===== config.mk =====
export PLATFORM = sky130hd
export DESIGN_NAME = sha_queue
export DESIGN_NICKNAME = d
export VERILOG_FILES = /design/src/hw/rtl/sha_pkg.sv /design/src/hw/rtl/sha_queue.sv
export SDC_FILE = /design/constraint.sdc
export NUM_CORES = 1
export LEC_CHECK = 0
export ABC_AREA = 1
export CORE_AREA = 2 2 405 407
export DETAILED_ROUTE_END_ITERATION = 12
export DIE_AREA = 0 0 407 409
export DONT_BUFFER_PORTS = 1
export GPL_TIMING_DRIVEN = 0
export PLACE_DENSITY = 0.61
export SLEW_MARGIN = 0
export SYNTH_ARGS = -nofsm -noshare
export SYNTH_HDL_FRONTEND = slang
export SYNTH_SLANG_ARGS = --single-unit

===== constraint.sdc =====
create_clock -name clk -period 36.1 [get_ports clk]
set_input_delay 1.805 -clock clk [delete_from_list [all_inputs] [get_ports clk]]
set_output_delay 1.805 -clock clk [all_outputs]
set_load 0.005 [all_outputs]

===== src/hw/rtl/sha_pkg.sv =====
// ---------------------------------------------------------------------------
// sha_pkg
// Shared types, constants and round functions for the SHA-256 stream hasher.
// ---------------------------------------------------------------------------
package sha_pkg;

  localparam int unsigned QueueDepth = 4;
  localparam int unsigned QueueAw    = 2;

  typedef logic [31:0] word_t;

  // Block handed from the front part to the compression engine.
  typedef struct packed {
    logic [511:0] block;
    logic         final_blk;   // emit digest after this block
  } blk_cmd_t;

  localparam word_t INIT_HASH [8] = '{
    32'h6a09e667, 32'hbb67ae85, 32'h3c6ef372, 32'ha54ff53a,
    32'h510e527f, 32'h9b05688c, 32'h1f83d9ab, 32'h5be0cd19
  };

  localparam word_t ROUND_K [64] = '{
    32'h428a2f98, 32'h71374491, 32'hb5c0fbcf, 32'he9b5dba5,
    32'h3956c25b, 32'h59f111f1, 32'h923f82a4, 32'hab1c5ed5,
    32'hd807aa98, 32'h12835b01, 32'h243185be, 32'h550c7dc3,
    32'h72be5d74, 32'h80deb1fe, 32'h9bdc06a7, 32'hc19bf174,
    32'he49b69c1, 32'hefbe4786, 32'h0fc19dc6, 32'h240ca1cc,
    32'h2de92c6f, 32'h4a7484aa, 32'h5cb0a9dc, 32'h76f988da,
    32'h983e5152, 32'ha831c66d, 32'hb00327c8, 32'hbf597fc7,
    32'hc6e00bf3, 32'hd5a79147, 32'h06ca6351, 32'h14292967,
    32'h27b70a85, 32'h2e1b2138, 32'h4d2c6dfc, 32'h53380d13,
    32'h650a7354, 32'h766a0abb, 32'h81c2c92e, 32'h92722c85,
    32'ha2bfe8a1, 32'ha81a664b, 32'hc24b8b70, 32'hc76c51a3,
    32'hd192e819, 32'hd6990624, 32'hf40e3585, 32'h106aa070,
    32'h19a4c116, 32'h1e376c08, 32'h2748774c, 32'h34b0bcb5,
    32'h391c0cb3, 32'h4ed8aa4a, 32'h5b9cca4f, 32'h682e6ff3,
    32'h748f82ee, 32'h78a5636f, 32'h84c87814, 32'h8cc70208,
    32'h90befffa, 32'ha4506ceb, 32'hbef9a3f7, 32'hc67178f2
  };

  function automatic word_t rotr(input word_t v, input int unsigned n);
    rotr = (v >> n) | (v << (32 - n));
  endfunction

endpackage


===== src/hw/rtl/sha_queue.sv =====
// ---------------------------------------------------------------------------
// sha_queue
// Short block queue between the front part and the compression engine.
// ---------------------------------------------------------------------------
module sha_queue (
  input  logic              clk,
  input  logic              rst,
  input  logic              wr_valid,
  output logic              wr_ready,
  input  sha_pkg::blk_cmd_t wr_data,
  output logic              rd_valid,
  input  logic              rd_ready,
  output sha_pkg::blk_cmd_t rd_data
);

  sha_pkg::blk_cmd_t        slots [sha_pkg::QueueDepth];
  logic [sha_pkg::QueueAw-1:0] wp, rp;
  logic [sha_pkg::QueueAw:0]   count;
  logic wr, rd;

  assign wr_ready = (count != 3'(sha_pkg::QueueDepth));
  assign rd_valid = (count != '0);
  assign rd_data  = slots[rp];
  assign wr = wr_valid && wr_ready;
  assign rd = rd_valid && rd_ready;

  always_ff @(posedge clk) begin
    if (wr) slots[wp] <= wr_data;
    if (rst) begin
      wp <= '0;
      rp <= '0;
      count <= '0;
    end else begin
      if (wr) wp <= wp + 1'b1;
      if (rd) rp <= rp + 1'b1;
      count <= count + {2'd0, wr} - {2'd0, rd};
    end
  end

endmodule


==> flow_metrics.tcl <==
set metrics [dict create \
    area_growth_pct 14.3 \
    yosys_warnings 0 \
    seqPwrFrac_pct 45.7 \
    die-area_um2 166000 \
    ys_async_sr_fraction_pct 0 \
    drt_iter0_markers 4234 \
    synth_nets 5548 \
    first_global_vias 43700 \
    combPwrFrac_pct 22.2 \
    fp.dieH_um 409 \
    synth.yosys.seq_area_share_pct 79.4 \
    cts-root-buf "clkbuf_16" \
    cts_tree "built" \
    core_area_um2 162000 \
    setup_viol 0 \
    rsz0062_at_grt "false" \
    drv_slew 0 \
    post_cts_buffers 0 \
    synth_top_family_by_area "compound AO/OA/AOI/OAI gates" \
    synth_top_area_share_pct 79.1 \
    netlist_area_um2 77900 \
    relSlewSlack_pct 9.49 \
    path_max_fanout 10 \
    die_w_um 407 \
    post_dp_cell_area_um2 82500 \
    gr-total-overflow 0 \
    final_cells 7680 \
    synth-simple-area-share_pct 5.73 \
    antenna_found_initial 6 \
    routed_via_density 5.83 \
    synth_area_leaders "edfxtp_1 (79%), o21ai_0 (6.6%), nor2_1 (4.0%)" \
    synthMuxAreaShare_pct 0 \
    drt-total-wl_um 227000 \
    fmax_mhz 165 \
    wl_per_cell_um 29.6 \
    r2r_cells 11 \
    clock_latency_ns 0.86 \
    status "complete, no violations" \
    drive_gt1_share_pct 16.3 \
    port_buffers 0 \
    hold_end "rp[0]" \
    timing.rr.start "count[1]" \
    fillers 12800 \
    cts-hold-fix-buffers 0 \
    io_pins 1032 \
    crit_type "register to output pin" \
    cts_resized 0 \
    fin_setup_tns_ns 0 \
    cts.sinks 2061 \
    synth_compound_area_share_pct 12.4 \
    required_ns 34.29 \
    p_switching_w 0.00201 \
    min_period_over_period_pct 16.8 \
    clk_pin_slew_ns 0.05 \
    end_kind "output pin" \
    final_nets 5841 \
    htreeDepth 4 \
    cp.arrival_ns 4.27 \
    max-cap-violations 0 \
    ys_ff_latch 2061 \
    synthFlopType "edfxtp_1" \
    swShare_pct 31.1 \
    worst-r2r-setup-slack_ns 32.42 \
    yosysTopAreaCell "edfxtp_1" \
    synth-xor-area-share_pct 0 \
    synth_cell_types 22 \
    dr.pass1.iters 6 \
    dpl.cell_count 7286 \
    tightestPinTransition_ns 1.38 \
    rows 148 \
    fin_skew_ns 0.0341 \
    vdd_ir_drop_max_uv 56.0 \
    setup_slack_ns 30.02 \
    syn_avg_cell_area_um2 15.5 \
    start_util_pct 48.1 \
    leakage_nw 28.5 \
    vias 44800 \
    synth-edff-count 2052 \
    postSynthCellCount 5024 \
    gp_congestion 0.859 \
    drc 0 \
    grt_pass1_wl_um 316000 \
    p_total_w 0.00647 \
    power_density_nw_per_um2 72.6 \
    layout_min_cycle_time_ns 6.08 \
    p_int_w 0.00446 \
    preCtsSetupSlack_ns 30.80 \
    cp-start-kind "register" \
    clockBufferDepth 3 \
    hp-start "rp[0]" \
    hold-path-cell-count 2 \
    cts_made_buffers 204 \
    hpwlAfterDp_um 158000 \
    synth_fa_ha_area_share_pct 0.122 \
    hold_viol_final 0 \
    final_antenna_net_count 0 \
    finalInstanceArea_um2 89000 \
    p_clk_share_pct 32.1 \
    reg2reg_to "slots[1][318]" \
    hp-class "register to register" \
    grt_max_degree 30 \
    grtUsageTotal_pct 26.6 \
]
## per-stage QoR
| stage | utilization, % | hold WS (ns) |
|---|---|---|
| 6_report | 55.0 | 0.507 |
| 5_1_grt | 54.9 | 0.531 |
| 4_1_cts | 54.9 | 0.512 |
| 3_5_place_dp | 50.9 | 0.473 |
| 3_3_place_gp | 49.7 | 0.465 |
| 2_1_floorplan | - | 0.448 |
## power groups by stage
stage	sequential, W	clock (W)	combinational, W
after floorplan	0.00324	0	0.000794
after global placement	0.00345	0	0.00135
after detailed placement	0.00301	0	0.00144
after CTS	0.00296	0.00211	0.00144
after global routing	0.00297	0.00220	0.00153
final	0.00296	0.00208	0.00143
## per-layer routing
layer / share of wire [%] / vias up / track usage [%]
met3: 12 / 392 / 12.2
met4: 4.1 / 0 / 10.8
met1: 35 / 22700 / 30.3
li1: - / 19800 / -
met5: 0 / - / 0
met2: 48 / 1936 / 43.4
## state kept, by name, summed over array words and instances (netlist names), named ones only
name / count
slots: 2052
count: 3
rp: 2
wp: 2
## layout make-up
class | count | area [um2] | share of cell area, %
sequential | 2061 | 61800 | 69.4
multi-input combinational | 2607 | 14200 | 16.0
clock buffer | 265 | 5400 | 6.06
tap | 2175 | 2720 | 3.06
timing repair buffer | 87 | 1830 | 2.06
buffer | 340 | 1810 | 2.04
clock inverter | 114 | 1160 | 1.30
inverter | 16 | 65.1 | 0.0731
antenna | 15 | 37.5 | 0.0422
## worst max path at each step
stage	end	slack, ns	start	cells past startpoint
global route	rd_data[221]	29.93	register	6
finish	rd_data[221]	30.02	register	6
floorplan	slots[0][0]	11.56	wr_valid	2
CTS	rd_data[221]	29.85	register	6
detailed placement	rd_data[221]	30.80	register	6
global placement	slots[0][313]	-6.08	wr_valid	2
## cells in the final DEF, fill, tap and decap left out, types with 8 or more instances in the layout
master	Yosys	routed
edfxtp_1	2052	2052
o21ai_0	1027	1027
nor2_1	839	835
o22ai_1	313	313
clkbuf_1	209	265
clkbuf_16	0	205
nor2_2	200	200
o22ai_2	200	200
buf_2	98	98
buf_12	22	97
clkinv_1	0	51
clkinv_2	0	25
bufinv_16	0	17
diode_2	0	15
inv_1	14	14
nand2_1	12	12
buf_16	0	12
inv_6	1	9
dfxtp_1	9	9
buf_4	8	8
## cell families (layout without fill, tap and decap cells)
logic type,Yosys count,count (layout)
other,0,15
buffers and inverters,356,822
and+or+nand+nor,1054,1054
DFF,2061,2061
AOI/OAI and AO/OA,1546,1546
adders and majority gates,7,7
## cell usage after synthesis (2+ instances only)
cell type	count
a21boi_0	2
a21oi_1	4
buf_12	22
buf_2	98
buf_4	8
buf_6	2
clkbuf_1	209
dfxtp_1	9
edfxtp_1	2052
ha_1	6
inv_1	14
nand2_1	12
nand3_1	3
nor2_1	839
nor2_2	200
o21ai_0	1027
o22ai_1	313
o22ai_2	200
## worst max-delay path, cell delays in order, from the launching register on
cell and delay (ns):
dfxtp_1 0.30, buf_2 0.27, inv_2 0.40, buf_2 0.45, clkbuf_1 0.67, o21ai_0 0.21, o22ai_1 1.07
Power figures use the tool's default switching activity.
