File: config.mk
export PLATFORM = sky130hd
export DESIGN_NAME = sha_front
export DESIGN_NICKNAME = d
export VERILOG_FILES = /design/src/hw/rtl/sha_pkg.sv /design/src/hw/rtl/sha_front.sv
export SDC_FILE = /design/constraint.sdc
export NUM_CORES = 2
export LEC_CHECK = 0
export BUFFER_PORTS_ARGS = -buffer_cell sky130_fd_sc_hd__buf_4
export CAP_MARGIN = 20
export CELL_PAD_IN_SITES_DETAIL_PLACEMENT = 1
export CELL_PAD_IN_SITES_GLOBAL_PLACEMENT = 2
export CORE_ASPECT_RATIO = 1.2
export CORE_MARGIN = 10
export CORE_UTILIZATION = 44
export DETAILED_ROUTE_END_ITERATION = 10
export PLACE_DENSITY_LB_ADDON = 0.1
export SYNTH_ARGS = -nofsm -noshare
export SYNTH_HDL_FRONTEND = slang
export SYNTH_SLANG_ARGS = --single-unit
File: constraint.sdc
create_clock -name clk -period 114.4 [get_ports clk]
set_input_delay 5.72 -clock clk [delete_from_list [all_inputs] [get_ports clk]]
set_output_delay 5.72 -clock clk [all_outputs]
set_load 0.01 [all_outputs]
File: src/hw/rtl/sha_pkg.sv
// ---------------------------------------------------------------------------
// sha_pkg
// Shared types, constants and round functions for the SHA-256 stream hasher.
// ---------------------------------------------------------------------------
package sha_pkg;

  localparam int unsigned QueueDepth = 4;
  localparam int unsigned QueueAw    = 2;

  typedef logic [31:0] word_t;

  // Block handed from the front part to the compression engine.
  typedef struct packed {
    logic [511:0] block;
    logic         final_blk;   // emit digest after this block
  } blk_cmd_t;

  localparam word_t INIT_HASH [8] = '{
    32'h6a09e667, 32'hbb67ae85, 32'h3c6ef372, 32'ha54ff53a,
    32'h510e527f, 32'h9b05688c, 32'h1f83d9ab, 32'h5be0cd19
  };

  localparam word_t ROUND_K [64] = '{
    32'h428a2f98, 32'h71374491, 32'hb5c0fbcf, 32'he9b5dba5,
    32'h3956c25b, 32'h59f111f1, 32'h923f82a4, 32'hab1c5ed5,
    32'hd807aa98, 32'h12835b01, 32'h243185be, 32'h550c7dc3,
    32'h72be5d74, 32'h80deb1fe, 32'h9bdc06a7, 32'hc19bf174,
    32'he49b69c1, 32'hefbe4786, 32'h0fc19dc6, 32'h240ca1cc,
    32'h2de92c6f, 32'h4a7484aa, 32'h5cb0a9dc, 32'h76f988da,
    32'h983e5152, 32'ha831c66d, 32'hb00327c8, 32'hbf597fc7,
    32'hc6e00bf3, 32'hd5a79147, 32'h06ca6351, 32'h14292967,
    32'h27b70a85, 32'h2e1b2138, 32'h4d2c6dfc, 32'h53380d13,
    32'h650a7354, 32'h766a0abb, 32'h81c2c92e, 32'h92722c85,
    32'ha2bfe8a1, 32'ha81a664b, 32'hc24b8b70, 32'hc76c51a3,
    32'hd192e819, 32'hd6990624, 32'hf40e3585, 32'h106aa070,
    32'h19a4c116, 32'h1e376c08, 32'h2748774c, 32'h34b0bcb5,
    32'h391c0cb3, 32'h4ed8aa4a, 32'h5b9cca4f, 32'h682e6ff3,
    32'h748f82ee, 32'h78a5636f, 32'h84c87814, 32'h8cc70208,
    32'h90befffa, 32'ha4506ceb, 32'hbef9a3f7, 32'hc67178f2
  };

  function automatic word_t rotr(input word_t v, input int unsigned n);
    rotr = (v >> n) | (v << (32 - n));
  endfunction

endpackage

File: src/hw/rtl/sha_front.sv
// ---------------------------------------------------------------------------
// sha_front
// Gathers bytes into 512-bit blocks, adds padding and length on the end mark.
// ---------------------------------------------------------------------------
module sha_front (
  input  logic              clk,
  input  logic              rst,
  input  logic              push,
  output logic              full,
  input  logic [7:0]        data_byte,
  input  logic              has_byte,
  input  logic              end_of_message,
  output logic              blk_valid,
  input  logic              blk_ready,
  output sha_pkg::blk_cmd_t blk
);

  typedef enum logic [2:0] {
    ST_COLLECT = 3'b001,
    ST_EXTRA   = 3'b010,
    ST_LEN     = 3'b100
  } fstate_t;

  fstate_t      state;
  logic [511:0] buffer;
  logic [5:0]   fill;
  logic [63:0]  message_bits;
  logic [63:0]  total;

  logic         take;
  logic         blk_load;
  logic [511:0] buf_b;       // buffer with this item's byte placed
  logic [6:0]   fill_b;
  logic [511:0] pad_blk;
  logic [5:0]   pad_pos;
  logic [63:0]  len_bits;

  assign full = (state != ST_COLLECT) || !blk_ready;
  assign take = push && !full;
  // a new block goes out on a full block or an end mark, or from the trailing states
  assign blk_load = (state == ST_COLLECT) ? (take && (fill_b[6] || end_of_message))
                                          : (!blk_valid || blk_ready);

  always_comb begin
    buf_b  = buffer;
    fill_b = {1'b0, fill};
    if (has_byte) begin
      buf_b[511 - 8*fill -: 8] = data_byte;
      fill_b = {1'b0, fill} + 7'd1;
    end
    pad_pos  = fill_b[5:0];
    len_bits = message_bits + {55'd0, fill_b[5:0], 3'd0};
    // 0x80 then zeros past the last byte; earlier bytes kept
    pad_blk = buf_b;
    for (int i = 0; i < 64; i++) begin
      if (i[5:0] > pad_pos) pad_blk[511 - 8*i -: 8] = 8'h00;
    end
    pad_blk[511 - 8*pad_pos -: 8] = 8'h80;
  end

  always_ff @(posedge clk) begin
    if (rst) begin
      state        <= ST_COLLECT;
      fill         <= '0;
      message_bits <= '0;
      blk_valid    <= 1'b0;
    end else begin
      if (blk_load) blk_valid <= 1'b1;
      else if (blk_ready) blk_valid <= 1'b0;
      unique case (state)
        ST_COLLECT: begin
          if (take) begin
            if (fill_b[6]) begin
              // block complete
              blk.block     <= buf_b;
              blk.final_blk <= 1'b0;
              message_bits  <= message_bits + 64'd512;
              fill          <= '0;
              if (end_of_message) begin
                total <= message_bits + 64'd512;
                state <= ST_EXTRA;
              end
            end else begin
              buffer <= buf_b;
              if (!end_of_message) begin
                fill <= fill_b[5:0];
              end else if (pad_pos >= 6'd56) begin
                blk.block     <= pad_blk;
                blk.final_blk <= 1'b0;
                total         <= len_bits;
                fill          <= '0;
                state         <= ST_LEN;
              end else begin
                blk.block     <= {pad_blk[511:64], len_bits};
                blk.final_blk <= 1'b1;
                message_bits  <= '0;
                fill          <= '0;
              end
            end
          end
        end
        ST_EXTRA: begin
          // message ended on a block boundary: pad block with 0x80 first
          if (!blk_valid || blk_ready) begin
            blk.block     <= {8'h80, 440'd0, total};
            blk.final_blk <= 1'b1;
            message_bits  <= '0;
            state         <= ST_COLLECT;
          end
        end
        ST_LEN: begin
          if (!blk_valid || blk_ready) begin
            blk.block     <= {448'd0, total};
            blk.final_blk <= 1'b1;
            message_bits  <= '0;
            state         <= ST_COLLECT;
          end
        end
        default: state <= ST_COLLECT;
      endcase
    end
  end

endmodule

==> out/metrics.csv <==
metric,value,unit
status,finished clean,
avgSynthCellArea,13.5,um2
fmax,0.0852,GHz
synth_area,0.0497,mm2
vias_per_cell,5.77,
top_usage_layer,met2,
cp_data_arrival_time,6.01,ns
clk_pin_slew,0.06,ns
vias,33700,
fin_nets,4255,
hold_viol_final,0,
p_leak,20.1,nW
crit_fanout,3,
grt_pass1_vias,34200,
synth_area_leaders,"edfxtp_1 (65%), mux2_2 (7.9%), nor2b_1 (3.8%), nand2_1 (2.7%), o21ai_0 (2.7%)",
synth_seq_cells,1143,
drtPass1Iterations,5,
drt.antenna.violating_nets,0,
post_drt_wl_per_cell,30.0,um
period_share,10.3,%
cts_tree,done,
synth_top_area_share,65.1,%
area_growth,19.8,%
root_buffer,clkbuf_16,
fin_crit,11.73,ns
p_per_area,14.8,mW/mm2
register_area,0.0337,mm2
power_frac_clock,46.4,%
seq_power_share,51.8,%
fill_cells,11300,
cts.sinks,1143,
place.gp.congestion,0.904,
end_kind,output pin,
gr-total-overflow,0,
drv_cap,0,
synth_cell_type_count,89,
crit_required,108.68,ns
die_h,388,um
ys_async_sr_fraction,0,%
row_count,135,
path_cells,buf_4 > nand2_1 > buf_4,
grt_usage,26.6,%
die_w,327,um
core,0.112,mm2
total_power,0.881,mW
cts_made_buffers,115,
hpwl,125,mm
drt_iter0_markers,3273,
synth_warnings,0,
grt_max_degree,166,
diodes,0,
worst_pin_slew,1.33,ns
slowest_delay,0.17,ns
setup_viol,0,
htreeDepth,3,
p_sw_share,20.8,%
grt_pass1_wl,250,mm
comb_power_share,1.8,%
syn_nets,3717,
rsz0062_at_grt,no,
wl,175,mm
switchingPower,0.183,mW
gr-usage-met3,3.76,%
p_int,0.698,mW
yosys.area.top_type,edfxtp_1,
synth-main-ff-cell,edfxtp_1,
finalSetupTns,0,ns
worstSetupPathType,input pin to output pin,
cp-start-kind,input pin,
die_area,0.127,mm2
crit_slowest_cell,buf_4,
maxSlewHeadroom,10.2,%
cts_resized,0,
multi_input_area,0.0152,mm2
use_met2,46.1,%
clockBufferDepth,3,
port_buffers,528,
drive_above_1_share,27.9,%
synth_enable_flop_cells,1078,
worst_ir_drop_vdd,13.4,uV
ys_seq_area_share,67.7,%
drc,0,
clock_skew,0.0358,ns
min_path_type,register to register,
worstSkewPairLatency,0.75,ns
cp_common_cell,buf_4,
io_pins,529,
post_cts_buffers,0,
met1_usage,33.9,%
initial_utilization,44.2,%
postCtsHoldBufs,0,
synthCells,3697,
drv_slew,0,
antenna_found_initial,2,
cell families (layout without fill, tap and decap cells):
logic type / Yosys count / in the layout / synth area share, %
multiplexers: 383 / 383 / 8.58
AND/OR/NAND/NOR: 1311 / 1311 / 13.5
adder cells (fa/ha/maj): 6 / 6 / 0.151
buffers and inverters: 222 / 859 / 1.87
XOR/XNOR: 67 / 67 / 1.23
flip-flops: 1143 / 1143 / 67.7
AO/OA/AOI/OAI: 565 / 565 / 7.01
state kept, by name (all words and copies together), names as in the netlist:
name          cells
blk             513
total            61
fill              6
message_bits     55
state             3
buffer          504
blk_valid         1
final timing paths:
check / startpoint / slack, ns / end / cells past startpoint
min reg2reg: state[0]$_SDFFE_PP1P_ / 0.51 / state[0]$_SDFFE_PP1P_ / 2
max: blk_ready / 102.67 / full / 3
min: state[0]$_SDFFE_PP1P_ / 0.51 / state[0]$_SDFFE_PP1P_ / 2
max reg2reg: fill[0]$_SDFFE_PP0P_ / 109.60 / buffer[379]$_DFFE_PP_ / 8
metrics by stage:
step / hold slack (ns) / setup WS (ns) / instances / area (um2) / util (%)
finish: 0.514 / 102.67 / 5841 / 59600 / 53.0
global route: 0.544 / 102.66 / 5841 / 59600 / 53.0
CTS: 0.503 / 102.67 / 5839 / 59500 / 52.9
detailed placement: 0.493 / 102.67 / 5623 / 55500 / 49.3
global placement: 0.483 / 102.67 / 5621 / 55400 / 49.3
floorplan: 0.460 / 71.57 / 3697 / 49700 / -
power groups by stage:
stage / sequential (mW) / combinational, mW / clock, mW
floorplan: 0.475 / 0.00722 / 0
global placement: 0.465 / 0.0158 / 0
detailed placement: 0.465 / 0.0160 / 0
CTS: 0.456 / 0.0160 / 0.414
global route: 0.456 / 0.0171 / 0.430
finish: 0.456 / 0.0162 / 0.409
area by class of cell:
type	instances	share of cell area (%)
clock buffer	132	5.06
clock inverter	84	1.77
inverter	41	0.258
multi-input combinational	2332	25.5
sequential	1143	56.5
tap	1507	3.17
timing repair buffer	602	7.67
cell usage after synthesis (35+ instances only):
master    number
edfxtp_1    1078
and3_1        95
mux2i_1       35
nor2_1       255
mux2_2       348
buf_2         47
nand2_1      358
nor2b_1      301
o21ai_0      266
clkbuf_1     111
and2_1        48
a21oi_1       72
dfxtp_1       65
inv_1         41
nand3_1       98
xnor2_1       39
cells in the final DEF (no fill, tap or decap), types with 71 or more instances in the layout:
cell type / instances
nor2_1: 253
and3_1: 95
a21oi_1: 71
nand2_1: 356
buf_4: 596
mux2_2: 348
nor2b_1: 301
clkbuf_16: 117
nand3_1: 98
o21ai_0: 265
edfxtp_1: 1078
routing by layer:
layer  vias up  part of all wire (%)
met5         -                     0
met4         0                   3.3
met3       244                   5.5
met2      1206                    51
met1     17400                    41
li1      14800                     -
worst max-delay path, delay by kind of cell:
family	cells	cell delay, ns
buf+inv	2	0.25
simple gates	1	0.04
(Power assumes the default switching activity.)
